==> src/rtl/mme_pkg.sv <==
// Shared types and constants for the matrix multiply element engine.
// Holds the request/result transaction structs, command and register codes.
// No dependencies.
package mme_pkg;

	// Field widths fixed by the transaction format
	localparam int CMD_W     = 2;
	localparam int IDX_W     = 5;
	localparam int VAL_W     = 16;
	localparam int SUM_BITS  = 40;
	localparam int REG_W     = 6;
	localparam int CFG_IDX_W = 2;

	// Command codes
	localparam logic [CMD_W-1:0] CMD_LOAD_A  = 2'd0;
	localparam logic [CMD_W-1:0] CMD_LOAD_B  = 2'd1;
	localparam logic [CMD_W-1:0] CMD_COMPUTE = 2'd2;

	// Configuration register indexes
	localparam logic [CFG_IDX_W-1:0] REG_A_ROWS    = 2'd0;
	localparam logic [CFG_IDX_W-1:0] REG_INNER_DIM = 2'd1;
	localparam logic [CFG_IDX_W-1:0] REG_B_COLS    = 2'd2;

	localparam logic [REG_W-1:0] REG_RESET = 6'd32;

	typedef struct packed {
		logic [CMD_W-1:0]        cmd;
		logic [IDX_W-1:0]        row_index;
		logic [IDX_W-1:0]        col_index;
		logic signed [VAL_W-1:0] element_value;
	} request_t;

	typedef struct packed {
		logic signed [SUM_BITS-1:0] product_sum;
		logic                       index_error;
	} result_t;

	// Clamp a size register to the physical dimension
	function automatic logic [REG_W-1:0] eff_size(input logic [REG_W-1:0] size, input int lim);
		logic [REG_W-1:0] r;
		r = size;
		if (int'(size) > lim)
			r = REG_W'(lim);
		return r;
	endfunction

endpackage

==> src/rtl/mme_mac.sv <==
// Shared multiply-accumulate unit: registered product, saturating 40-bit sum.
// Depends on mme_pkg for the sum width.
module mme_mac #(
	parameter int OPERAND_BITS = 16
) (
	input  logic                               clk,
	input  logic                               arst_n,
	input  logic                               clear,
	input  logic                               op_valid,
	input  logic signed [OPERAND_BITS-1:0]     op_a,
	input  logic signed [OPERAND_BITS-1:0]     op_b,
	output logic signed [mme_pkg::SUM_BITS-1:0] acc,
	output logic                               busy
);

	localparam int PW = 2 * OPERAND_BITS;
	localparam int SW = (PW > mme_pkg::SUM_BITS ? PW : mme_pkg::SUM_BITS) + 1;
	localparam logic signed [SW-1:0] SAT_HI =
		{{(SW - mme_pkg::SUM_BITS + 1){1'b0}}, {(mme_pkg::SUM_BITS - 1){1'b1}}};
	localparam logic signed [SW-1:0] SAT_LO =
		{{(SW - mme_pkg::SUM_BITS + 1){1'b1}}, {(mme_pkg::SUM_BITS - 1){1'b0}}};

	logic signed [PW-1:0]                prod_s2;
	logic                                valid_s2;
	logic signed [mme_pkg::SUM_BITS-1:0] acc_q;
	logic signed [SW-1:0]                sum;
	logic signed [mme_pkg::SUM_BITS-1:0] sum_sat;

	// Multiply stage
	always_ff @(posedge clk) begin
		prod_s2 <= op_a * op_b;
	end

	always_ff @(posedge clk or negedge arst_n) begin
		if (!arst_n) begin
			valid_s2 <= 1'b0;
		end else begin
			valid_s2 <= op_valid && !clear;
		end
	end

	// Add and clamp to the 40-bit signed range
	always_comb begin
		sum = SW'(acc_q) + SW'(prod_s2);
		if (sum > SAT_HI)
			sum_sat = SAT_HI[mme_pkg::SUM_BITS-1:0];
		else if (sum < SAT_LO)
			sum_sat = SAT_LO[mme_pkg::SUM_BITS-1:0];
		else
			sum_sat = sum[mme_pkg::SUM_BITS-1:0];
	end

	// Accumulate, restart from zero on clear
	always_ff @(posedge clk) begin
		if (clear)
			acc_q <= '0;
		else if (valid_s2)
			acc_q <= sum_sat;
	end

	assign acc  = acc_q;
	assign busy = valid_s2;

endmodule

==> config.mk <==
export PLATFORM = sky130hd
export DESIGN_NAME = mme_mac
export DESIGN_NICKNAME = d
export VERILOG_FILES = /design/src/rtl/mme_pkg.sv /design/src/rtl/mme_mac.sv
export SDC_FILE = /design/constraint.sdc
export NUM_CORES = 1
export LEC_CHECK = 0
export ABC_AREA = 1
export BUFFER_PORTS_ARGS = -buffer_cell sky130_fd_sc_hd__buf_2
export CAP_MARGIN = 20
export CORE_UTILIZATION = 65
export CTS_BUF_LIST = sky130_fd_sc_hd__clkbuf_4
export DETAILED_ROUTE_END_ITERATION = 8
export HOLD_SLACK_MARGIN = 0.03
export PLACE_DENSITY = 0.89
export SETUP_SLACK_MARGIN = 0.2
export SYNTH_ARGS = -nofsm -noshare
export SYNTH_HDL_FRONTEND = slang
export SYNTH_SLANG_ARGS = --single-unit
export TNS_END_PERCENT = 50
==> constraint.sdc <==
create_clock -name clk -period 2.6 [get_ports clk]
set_input_delay 0.13 -clock clk [delete_from_list [all_inputs] [get_ports clk]]
set_output_delay 0.13 -clock clk [all_outputs]
set_load 0.02 [all_outputs]
==> flow_summary_export.csv, run 1 <==
group,metric,value,unit
placement,port_buffers,76,
global_routing,grt_max_degree,44,
die,ios,77,
sta,grt-worst-endpoint,"prod_s2[24]$_DFF_P_/D",
yosys,ys_seq_area_share,9.653,%
cts,cts_max_path_buffers,2,
yosys,synthXorXnorAreaFrac,3.517,%
yosys,muxShareOfSynthArea,0,%
yosys,syn-mean-instance-area,7.399,um2
yosys,synth_fa_ha_area_share,44.71,%
placement,dp_hpwl,35500,um
cts,root_buffer,"clkbuf_4",
cts,htreeDepth,3,
die,die_y,154.9,um
yosys,synth_largest_area_cell,"fa_1",
die,rows,55,
yosys,syn-instance-count,2053,
placement,gp_congestion,0.9508,
yosys,synth_area,0.01519,mm2
die,initial_core_util,66.69,%
yosys,synthTopCellsByArea,"fa_1 (35%), nand2_1 (14%), inv_1 (13%), ha_1 (10%), dfxtp_1 (9.5%)",
yosys,synth_compound_area_share,8.410,%
status,status,"stopped before the end",
status,flow.stopped_at,"5_1_grt",
die,fp.dieW,154.9,um
yosys,netlist-cell-type-count,37,
sta,worst-ep-kind,"register data pin",
global_routing,grt_use_total,64.38,%
cts,clock_sinks,73,
cts,cts_made_buffers,9,
yosys,synthesis.nets,2474,
global_routing,grt_remaining_overflow,1,
yosys,synth_top_family_by_area,"adder cells",
yosys,ys_ff_latch,73,
status,tool.error,"[ERROR GRT-0232] Routing congestion too high. Check the congestion heatmap in the GUI.",
yosys,yosys_warnings,0,
yosys,synth.top_cell.area_share,34.66,%
yosys,synth_simple_gate_area_share,18.75,%
-- logic make-up after synthesis --
| family | Yosys count |
|---|---|
| AND/OR/NAND/NOR | 719 |
| XOR/XNOR | 61 |
| AO/OA/AOI/OAI | 221 |
| flip-flops | 73 |
| buffers and inverters | 594 |
| adder cells (fa/ha/maj) | 385 |
-- routing by layer --
| metal | track usage [%] | GRT overflow |
|---|---|---|
| met1 | 64.96 | 0 |
| met2 | 87.26 | 1 |
| met3 | 42.84 | 0 |
| met4 | 61.90 | 0 |
| met5 | 8.075 | 0 |
-- cells in the mapped netlist --
library cell  instances
o221a_2               1
nor2_2                6
nand3_2               2
ha_1                122
o21a_1                6
o21ai_0              60
clkbuf_1             66
fa_1                263
nand4_1               5
dfxtp_1              72
a221oi_1              1
buf_1                 1
buf_8                 2
o21bai_1             16
buf_6                 2
inv_2                 1
nand3_1              35
buf_2                 4
xnor2_1              18
a21boi_0              3
nand2_1             548
a21o_1                8
o211ai_1              5
nor2_1               91
nand2_2              14
dfrtp_1               1
inv_1               517
or2_2                 4
a21oi_1              97
clkinv_1              1
a21oi_2              16
xor2_1               43
a211oi_1              2
nor4_1                3
nor3_1               11
a31oi_1               1
o21ai_1               5
-- stage by stage --
stage | hold slack [ns] | setup TNS, ns | area [um2] | cells | setup slack, ns
after CTS | 0.1521 | -45.36 | 19050 | 2606 | -2.058
after detailed placement | -0.09393 | -65.07 | 17460 | 2546 | -2.997
after floorplan | -0.1656 | -51.11 | 15920 | 2053 | -2.396
after global placement | -0.09595 | -61.23 | 17460 | 2546 | -2.810
-- what timing repair did --
| action | CTS |
|---|---|
| gates cloned | 3 |
| buffers inserted | 37 |
| gates resized for setup | 272 |
| pin swaps | 107 |
| setup endpoints to repair | 67 |
| hold buffers | 4 |
| hold endpoints to repair | 2 |
==> inputs of run 2 (changes only) <==
--- a/config.mk
+++ b/config.mk
@@ -8,12 +8,9 @@
 export ABC_AREA = 1
 export BUFFER_PORTS_ARGS = -buffer_cell sky130_fd_sc_hd__buf_2
 export CAP_MARGIN = 20
-export CORE_UTILIZATION = 65
-export CTS_BUF_LIST = sky130_fd_sc_hd__clkbuf_4
+export CORE_UTILIZATION = 40
 export DETAILED_ROUTE_END_ITERATION = 8
-export HOLD_SLACK_MARGIN = 0.03
-export PLACE_DENSITY = 0.89
-export SETUP_SLACK_MARGIN = 0.2
+export PLACE_DENSITY_LB_ADDON = 0.15
 export SYNTH_ARGS = -nofsm -noshare
 export SYNTH_HDL_FRONTEND = slang
 export SYNTH_SLANG_ARGS = --single-unit
==> run 2 against run 1 <==
Compared with the run above: the flow now finishes, with violations (setup timing); synthesized cell count unchanged; area after synthesis is the same.
==> flow_summary_export.csv, run 2 <==
group,metric,value,unit
yosys,ys_ff_latch,73,
die,die_area,0.03876,mm2
routing,postRouteAntennaNets,0,
sta,fin_tns_setup,-45.95,ns
worst_setup_path,worstSetupEndpointType,"flip-flop",
die,rows,71,
worst_setup_path,cp.required,2.83,ns
worst_setup_path,rr_worst_depth,17,
cts,htreeDepth,3,
routing,wl_per_cell,14.90,um
cells_and_area,layout_common_cells,"nand2_1 (504), inv_1 (460), fa_1 (240), buf_4 (164), ha_1 (86)",
cts,cts_max_path_buffers,2,
yosys,synth_area,0.01519,mm2
yosys,netlist-cell-type-count,37,
cells_and_area,layout.nets,2708,
cts,clock_sinks,73,
sta,fin_crit,4.743,ns
sta,final_hold_viol_count,0,
yosys,synth.most_common_cell,"nand2_1",
placement,gp_congestion,0.8986,
sta,slew_viol_final,0,
yosys,ys_seq_area_share,9.653,%
yosys,synth-edff-count,0,
routing,drt-total-wl,41780,um
global_routing,met3_usage,1.916,%
sta,finalCritPeriodShare,182.4,%
yosys,synth_common_cells,"nand2_1 (548), inv_1 (517), fa_1 (263), ha_1 (122), a21oi_1 (97)",
routing,drc,0,
cells_and_area,largest_reg_flops,40,
routing,drtIter0Drc,631,
cts,cts_tree,"done",
yosys,synthesis.nets,2474,
sta,rsz0062_at_grt,"true",
global_routing,grt_pass1_vias,14109,
die,initial_core_util,40.52,%
global_routing,antenna_found_initial,0,
cells_and_area,final_common_cell,"nand2_1",
global_routing,use_met1,29.27,%
run,drv_cap,0,
die,ios,77,
cells_and_area,final-instance-count-excl-fill,2803,
routing,vias,13155,
worst_setup_path,start_kind,"input pin",
global_routing,grt_use_total,22.58,%
global_routing,grt.busiest_layer,"met2",
cells_and_area,antenna_cells,0,
global_routing,grt_first_pass_wirelength,70240,um
sta,slew_headroom,63.97,%
die,core_area,0.03749,mm2
yosys,synthArstFlopShare,1.370,%
yosys,synth_ff_type,"dfxtp_1",
placement,port_buffers,76,
worst_setup_path,crit_fanout,5,
cts,path_clk_slew,0.06,ns
global_routing,grt_remaining_overflow,0,
sta,tightestPinTransition,0.5399,ns
cts,cts_made_buffers,9,
routing,firstDrtPassIters,7,
sta,finalWorstSetupSlack,-2.143,ns
worst_setup_path,arrival,4.97,ns
routing,drt-vias-per-instance,4.693,
sta,clock_skew,0.006991,ns
status,failed_checks,"setup timing",
yosys,yosys_warnings,0,
status,status,"finished with violations",
sta,timing.fmax,0.2108,GHz
cells_and_area,drive_above_1_share,25.04,%
yosys,synthTopCellsByArea,"fa_1 (35%), nand2_1 (14%), inv_1 (13%), ha_1 (10%), dfxtp_1 (9.5%)",
placement,dp_hpwl,34910,um
yosys,synth_largest_area_cell,"fa_1",
die,die_y,196.9,um
global_routing,met2_usage,40.82,%
yosys,synth.top_cell.area_share,34.66,%
die,fp.dieW,196.9,um
yosys,syn-mean-instance-area,7.399,um2
hold_path,holdCritPathClass,"in2async",
worst_setup_path,critPathKind,"in2reg",
global_routing,grt_max_degree,44,
cells_and_area,synthToLayoutAreaGrowth,29.45,%
cts,clk_latency,0.35,ns
sta,setup_viol_count_final,27,
yosys,syn-instance-count,2053,
placement,place_inst,2737,
cts,root_buffer,"clkbuf_16",
==> run 2: area by class of cell <==
type,instances,area (um2)
fillers,3699,17820
multi-input cells,1386,12490
repair buffers,298,2788
inverters,519,1956
flip-flops and latches,73,1468
well taps,511,639.4
clock buffers,9,225.2
clock inverters,7,103.9
==> run 2: what timing repair did <==
| item | in CTS | in global routing |
|---|---|---|
| cloned | 2 | 4 |
| hold buffers | 3 | 0 |
| setup buffers | 26 | 15 |
| hold endpoints to repair | 2 | 0 |
| pin swaps | 81 | 110 |
| setup endpoints to repair | 27 | 66 |
| resized for setup | 213 | 144 |
==> run 2: logic make-up after synthesis <==
kind of cell	synth area share (%)
buffers and inverters	14.96
flip-flops	9.653
AND/OR/NAND/NOR	18.75
AO/OA/AOI/OAI	8.410
XOR/XNOR	3.517
adder cells (fa/ha/maj)	44.71
==> run 2: path summary, 6_finish.rpt <==
kind | startpoint | slack, ns | end
max | op_b[3] | -2.14 | prod_s2[28]
min reg2reg | acc[39] | 0.54 | acc[39]
max in group asynchronous | arst_n | 2.43 | busy
max reg2reg | acc[15] | 0.10 | acc[23]
min | arst_n | 0.08 | busy
min in group clk | op_a[0] | 0.15 | prod_s2[0]
==> run 2: worst max-delay path: stages <==
cell and delay (ns):
buf_12 0.12, nand2_4 0.06, inv_2 0.04, fa_2 0.67, buf_6 0.13, fa_2 0.45, fa_2 0.59, fa_2 0.45
fa_1 0.53, inv_1 0.06, fa_1 0.51, inv_2 0.05, ha_4 0.31, nand2_4 0.06, buf_6 0.12, o21a_1 0.16
nor2_1 0.09, nor2_1 0.05, o211ai_1 0.11, a21oi_1 0.12, xor2_1 0.17
==> run 2: metal layers <==
| layer | vias to the layer above | part of all wire, % | routed length [um] |
|---|---|---|---|
| met2 | 214 | 50 | 20880 |
| met3 | 37 | 2.8 | 1153 |
| li1 | 6501 | - | - |
| met1 | 6403 | 46 | 19090 |
| met4 | 0 | 1.6 | 650 |
| met5 | - | 0 | 0 |
==> run 2: per-stage QoR <==
| step | setup slack (ns) | hold WS (ns) | util, % | cell area [um2] |
|---|---|---|---|---|
| finish | -2.143 | 0.08435 | 52.46 | 19670 |
| global route | -2.336 | 0.09544 | 52.46 | 19670 |
| CTS | -2.181 | 0.05491 | 50.45 | 18910 |
| detailed placement | -2.907 | -0.09379 | 46.78 | 17540 |
| global placement | -2.881 | -0.09565 | 46.78 | 17540 |
| floorplan | -2.396 | -0.1656 | - | 15730 |
Power of run 2 is not shown: default switching activity piles up to over one toggle a cycle in this logic, so the estimate is an artifact.
==> inputs of run 3 (changes only) <==
--- a/config.mk
+++ b/config.mk
@@ -8,7 +8,9 @@
 export ABC_AREA = 1
 export BUFFER_PORTS_ARGS = -buffer_cell sky130_fd_sc_hd__buf_2
 export CAP_MARGIN = 20
+export CORE_MARGIN = 5
 export CORE_UTILIZATION = 40
+export CTS_CLUSTER_SIZE = 40
 export DETAILED_ROUTE_END_ITERATION = 8
 export PLACE_DENSITY_LB_ADDON = 0.15
 export SYNTH_ARGS = -nofsm -noshare
==> run 3 against run 2 <==
Compared with the run above: highest routed layer unchanged; cell count grew 0.14%; flip-flop and latch count unchanged; setup slack lost 0.071 ns; the run still ends with setup timing left; die area rose by 8.3%.
==> flow_summary_export.csv, run 3 (synthesis gave the netlist of run 2 again) <==
group,metric,value,unit
global_routing,grt_pass1_vias,14055,
die,die_area,0.04197,mm2
routing,drt-vias-per-instance,4.708,
placement,port_buffers,76,
sta,finalCritPeriodShare,185.2,%
cells_and_area,final_common_cell,"nand2_1",
sta,slew_headroom,56.94,%
sta,finalWorstSetupSlack,-2.214,ns
run,drv_cap,0,
die,fp.dieW,204.9,um
cells_and_area,seq_area,0.001466,mm2
global_routing,grt_first_pass_wirelength,70070,um
worst_setup_path,start_kind,"input pin",
cells_and_area,layout_common_cells,"nand2_1 (505), inv_1 (453), fa_1 (243), buf_4 (182), ha_1 (83)",
placement,gp_congestion,0.8690,
cts,cts_tree,"done",
cells_and_area,antenna_cells,0,
placement,place_inst,2745,
die,die_y,204.9,um
routing,drt-total-wl,42370,um
worst_setup_path,worstSetupEndpointType,"flip-flop",
global_routing,grt_use_total,20.49,%
sta,setup_viol_count_final,27,
cts,cts_made_buffers,9,
worst_setup_path,critPathKind,"in2reg",
global_routing,grt_remaining_overflow,0,
die,ios,77,
cells_and_area,drive_above_1_share,25.57,%
worst_setup_path,r2r_setup_slack,0.09,ns
placement,dp_hpwl,35700,um
sta,clock_skew,0.01151,ns
routing,drc,0,
global_routing,antenna_found_initial,0,
die,core_area,0.03758,mm2
placement,pre_cts_ws,-2.927,ns
worst_setup_path,cp.required,2.88,ns
worst_setup_path,arrival,5.09,ns
cts,root_buffer,"clkbuf_16",
cts,path_clk_slew,0.07,ns
sta,tightestPinTransition,0.6459,ns
sta,timing.fmax,0.2077,GHz
die,initial_core_util,40.43,%
sta,fin_crit,4.814,ns
hold_path,holdCritPathClass,"in2async",
routing,postRouteAntennaNets,0,
routing,wl_per_cell,15.09,um
die,rows,71,
routing,firstDrtPassIters,5,
routing,drtIter0Drc,462,
cells_and_area,fill_cells,3669,
cells_and_area,largest_reg_flops,40,
status,failed_checks,"setup timing",
cts,clk_latency,0.35,ns
routing,vias,13216,
worst_setup_path,crit_fanout,4,
cells_and_area,layout.nets,2712,
cts,cts_max_path_buffers,2,
cts,htreeDepth,3,
sta,rsz0062_at_grt,"true",
sta,final_hold_viol_count,0,
global_routing,grt_max_degree,26,
cts,clock_sinks,73,
status,status,"finished with violations",
cells_and_area,multiInputGateArea,0.01254,mm2
cells_and_area,final-instance-count-excl-fill,2807,
sta,slew_viol_final,0,
cells_and_area,synthToLayoutAreaGrowth,28.75,%
## run 3: cell type report
cell class / instances / share of cell area, %
multi-input combinational: 1386 / 64.10
clock buffer: 9 / 1.151
timing repair buffer: 302 / 13.46
clock inverter: 7 / 0.5310
tap: 511 / 3.269
inverter: 519 / 9.992
sequential: 73 / 7.497
## run 3: path summary, 6_finish.rpt
path	from	endpoint	depth (start not counted)
worst min register to register	acc[39]	acc[39]	2
worst min-delay path	arst_n	busy	2
worst max register to register	acc[23]	acc[12]	13
worst max-delay path	op_b[15]	prod_s2[26]	23
max in group asynchronous	arst_n	busy	2
min in group clk	op_b[1]	prod_s2[1]	4
## run 3: routing by layer
metal	share of wire (%)	routed length (um)	global-route usage (%)
met5	0	0	0
met4	2.3	976	4.833
met2	50	20980	36.75
met1	45	19080	26.90
met3	3.2	1338	1.820
## run 3: critical path, stage by stage
cell and delay, ns:
buf_6 0.07, clkinvlp_4 0.12, buf_12 0.16, or2_4 0.22
fa_1 0.46, fa_1 0.51, inv_1 0.05, fa_1 0.51
fa_1 0.44, fa_1 0.52, inv_2 0.04, fa_1 0.55
inv_2 0.05, ha_4 0.31, nand2_4 0.06, buf_6 0.12
nor2_4 0.07, inv_2 0.05, o21bai_1 0.13, a21o_1 0.20
nand3_2 0.09, nand2_2 0.09, xor2_2 0.15
## run 3: per-stage QoR
stage / util (%) / hold slack, ns / area, um2 / setup TNS (ns)
global route: 52.05 / 0.07929 / 19560 / -54.02
detailed placement: 46.90 / -0.08977 / 17620 / -65.55
floorplan: - / -0.1656 / 15730 / -52.98
global placement: 46.90 / -0.09482 / 17620 / -64.29
CTS: 50.11 / 0.06485 / 18830 / -49.20
finish: 52.05 / 0.06826 / 19560 / -48.35
## run 3: repair_timing
action	4_1_cts	5_1_grt
setup buffers	30	11
setup endpoints to repair	28	67
cloned	1	3
resized for setup	177	148
pin swaps	74	98
endpoints found under the hold margin	2	0
hold buffers	3	0
Power of run 3 is left out for the same reason.
==> inputs of run 4 (changes only) <==
--- a/config.mk
+++ b/config.mk
@@ -12,7 +12,9 @@
 export CORE_UTILIZATION = 40
 export CTS_CLUSTER_SIZE = 40
 export DETAILED_ROUTE_END_ITERATION = 8
+export GPL_ROUTABILITY_DRIVEN = 0
 export PLACE_DENSITY_LB_ADDON = 0.15
+export SKIP_LAST_GASP = 1
 export SYNTH_ARGS = -nofsm -noshare
 export SYNTH_HDL_FRONTEND = slang
 export SYNTH_SLANG_ARGS = --single-unit
==> run 4 against run 3 <==
Compared with the run above: the flow still finishes with violations (setup timing); register-to-register slack better by 0.06 ns; non-clock buffer count is 8 higher; fmax down 0.78%; global-route usage decreased by 0.42 points; first-iteration DRC count grew 23%; die area stayed put; highest routed layer unchanged.
==> flow_summary_export.csv, run 4 (synthesis gave the netlist of run 2 again) <==
group,metric,value,unit
cts,htreeDepth,3,
worst_setup_path,path_cells,"buf_6 > clkinvlp_4 > buf_12 > buf_4 > buf_6 > nor2_2 > fa_1 > fa_2 > fa_1 > fa_1 > fa_1 > inv_1 > fa_1 > inv_1 > ha_4 > nand2_1 > nor2_1 > inv_1 > nor2_2 > nand2_1 > o211ai_1 > a21oi_1 > xor2_1",
worst_setup_path,crit_path_max_incr_delay,0.54,ns
cells_and_area,layout.nets,2720,
routing,wl_per_cell,14.85,um
cells_and_area,synthToLayoutAreaGrowth,30.81,%
routing,drtIter0Drc,567,
worst_setup_path,arrival,5.08,ns
worst_setup_path,start_kind,"input pin",
sta,fin_crit,4.852,ns
cells_and_area,stdcell_area,0.01987,mm2
cts,cts_tree,"done",
routing,firstDrtPassIters,5,
hold_path,holdCritPathClass,"in2async",
cells_and_area,final-instance-count-excl-fill,2815,
global_routing,grt_pass1_vias,13711,
status,failed_checks,"setup timing",
worst_setup_path,crit_buf_inv,8,
worst_setup_path,worstSetupEndpointType,"flip-flop",
status,status,"finished with violations",
worst_setup_path,cp_slowest_cell,"fa_2",
die,fp.dieW,204.9,um
sta,rsz0062_at_grt,"true",
routing,drc,0,
placement,place_inst,2748,
sta,final_hold_viol_count,0,
cts,path_clk_slew,0.06,ns
cells_and_area,final_common_cell,"nand2_1",
cts,clock_sinks,73,
placement,postPlaceCellArea,0.01766,mm2
sta,finalCritPeriodShare,186.6,%
die,die_area,0.04197,mm2
sta,slew_headroom,54.37,%
global_routing,grt_use_total,20.08,%
cts,clk_latency,0.35,ns
global_routing,grt_remaining_overflow,0,
sta,clock_skew,0.01198,ns
sta,tightestPinTransition,0.6844,ns
global_routing,grt_max_degree,23,
die,initial_core_util,40.43,%
routing,drt-total-wl,41800,um
global_routing,grt_first_pass_wirelength,68940,um
sta,finalWorstSetupSlack,-2.252,ns
cells_and_area,largest_reg_flops,40,
sta,timing.fmax,0.2061,GHz
cts,root_buffer,"clkbuf_16",
cells_and_area,drive_above_1_share,27.43,%
cells_and_area,layout_common_cells,"nand2_1 (498), inv_1 (442), fa_1 (231), buf_4 (184), ha_1 (78)",
cts,cts_made_buffers,9,
die,ios,77,
routing,postRouteAntennaNets,0,
worst_setup_path,crit_fanout,5,
global_routing,antenna_found_initial,0,
die,die_y,204.9,um
routing,vias,13278,
worst_setup_path,crit_top_cell,"fa_1",
worst_setup_path,cp.required,2.83,ns
routing,drt-vias-per-instance,4.717,
die,rows,71,
worst_setup_path,critPathKind,"in2reg",
placement,dp_hpwl,35070,um
die,core_area,0.03758,mm2
placement,port_buffers,76,
worst_setup_path,path_delay_family,"adder cells",
sta,setup_viol_count_final,27,
sta,slew_viol_final,0,
cts,cts_max_path_buffers,2,
cells_and_area,antenna_cells,0,
run,drv_cap,0,
cells_and_area,fill_cells,3615,
-- run 4: through the flow --
| stage | hold slack (ns) | utilization, % | worst slack (ns) | setup TNS, ns |
|---|---|---|---|---|
| 5_1_grt | 0.07282 | 52.88 | -2.428 | -52.79 |
| 3_3_place_gp | -0.09564 | 46.99 | -2.786 | -64.45 |
| 4_1_cts | 0.06557 | 49.85 | -2.275 | -50.89 |
| 3_5_place_dp | -0.09370 | 46.99 | -2.811 | -65.04 |
| 6_report | 0.08350 | 52.88 | -2.252 | -48.14 |
| 2_1_floorplan | -0.1656 | - | -2.396 | -52.98 |
-- run 4: worst paths after layout --
| check | start | endpoint | slack [ns] | depth (start not counted) |
|---|---|---|---|---|
| max | op_b[15] | prod_s2[28] | -2.25 | 23 |
| max reg2reg | acc[0] | acc[0] | 0.15 | 18 |
| max in group asynchronous | arst_n | busy | 2.43 | 2 |
| min | arst_n | busy | 0.08 | 2 |
| min in group clk | op_b[0] | prod_s2[0] | 0.26 | 4 |
| min reg2reg | acc[39] | acc[39] | 0.54 | 2 |
-- run 4: per-layer routing --
metal	track usage, %	part of all wire (%)
met2	36.98	51
met3	1.646	2.5
met4	3.206	1.2
met5	0	0
met1	26.25	45
-- run 4: area by class of cell --
class | count | area [um2] | share of cell area, %
clock inverters | 7 | 103.9 | 0.5226
repair buffers | 310 | 2780 | 13.99
multi-input cells | 1386 | 12700 | 63.90
flip-flops and latches | 73 | 1468 | 7.386
inverters | 519 | 1957 | 9.848
clock buffers | 9 | 225.2 | 1.133
well taps | 511 | 639.4 | 3.217
-- run 4: timing repair --
item / 4_1_cts / 5_1_grt
hold endpoints to repair: 2 / 0
setup buffers: 21 / 27
cloned: 1 / 4
resized for setup: 153 / 239
pin swaps: 89 / 169
setup endpoints to repair: 28 / 67
hold buffers: 3 / 0
Power of run 4 is left out for the same reason.
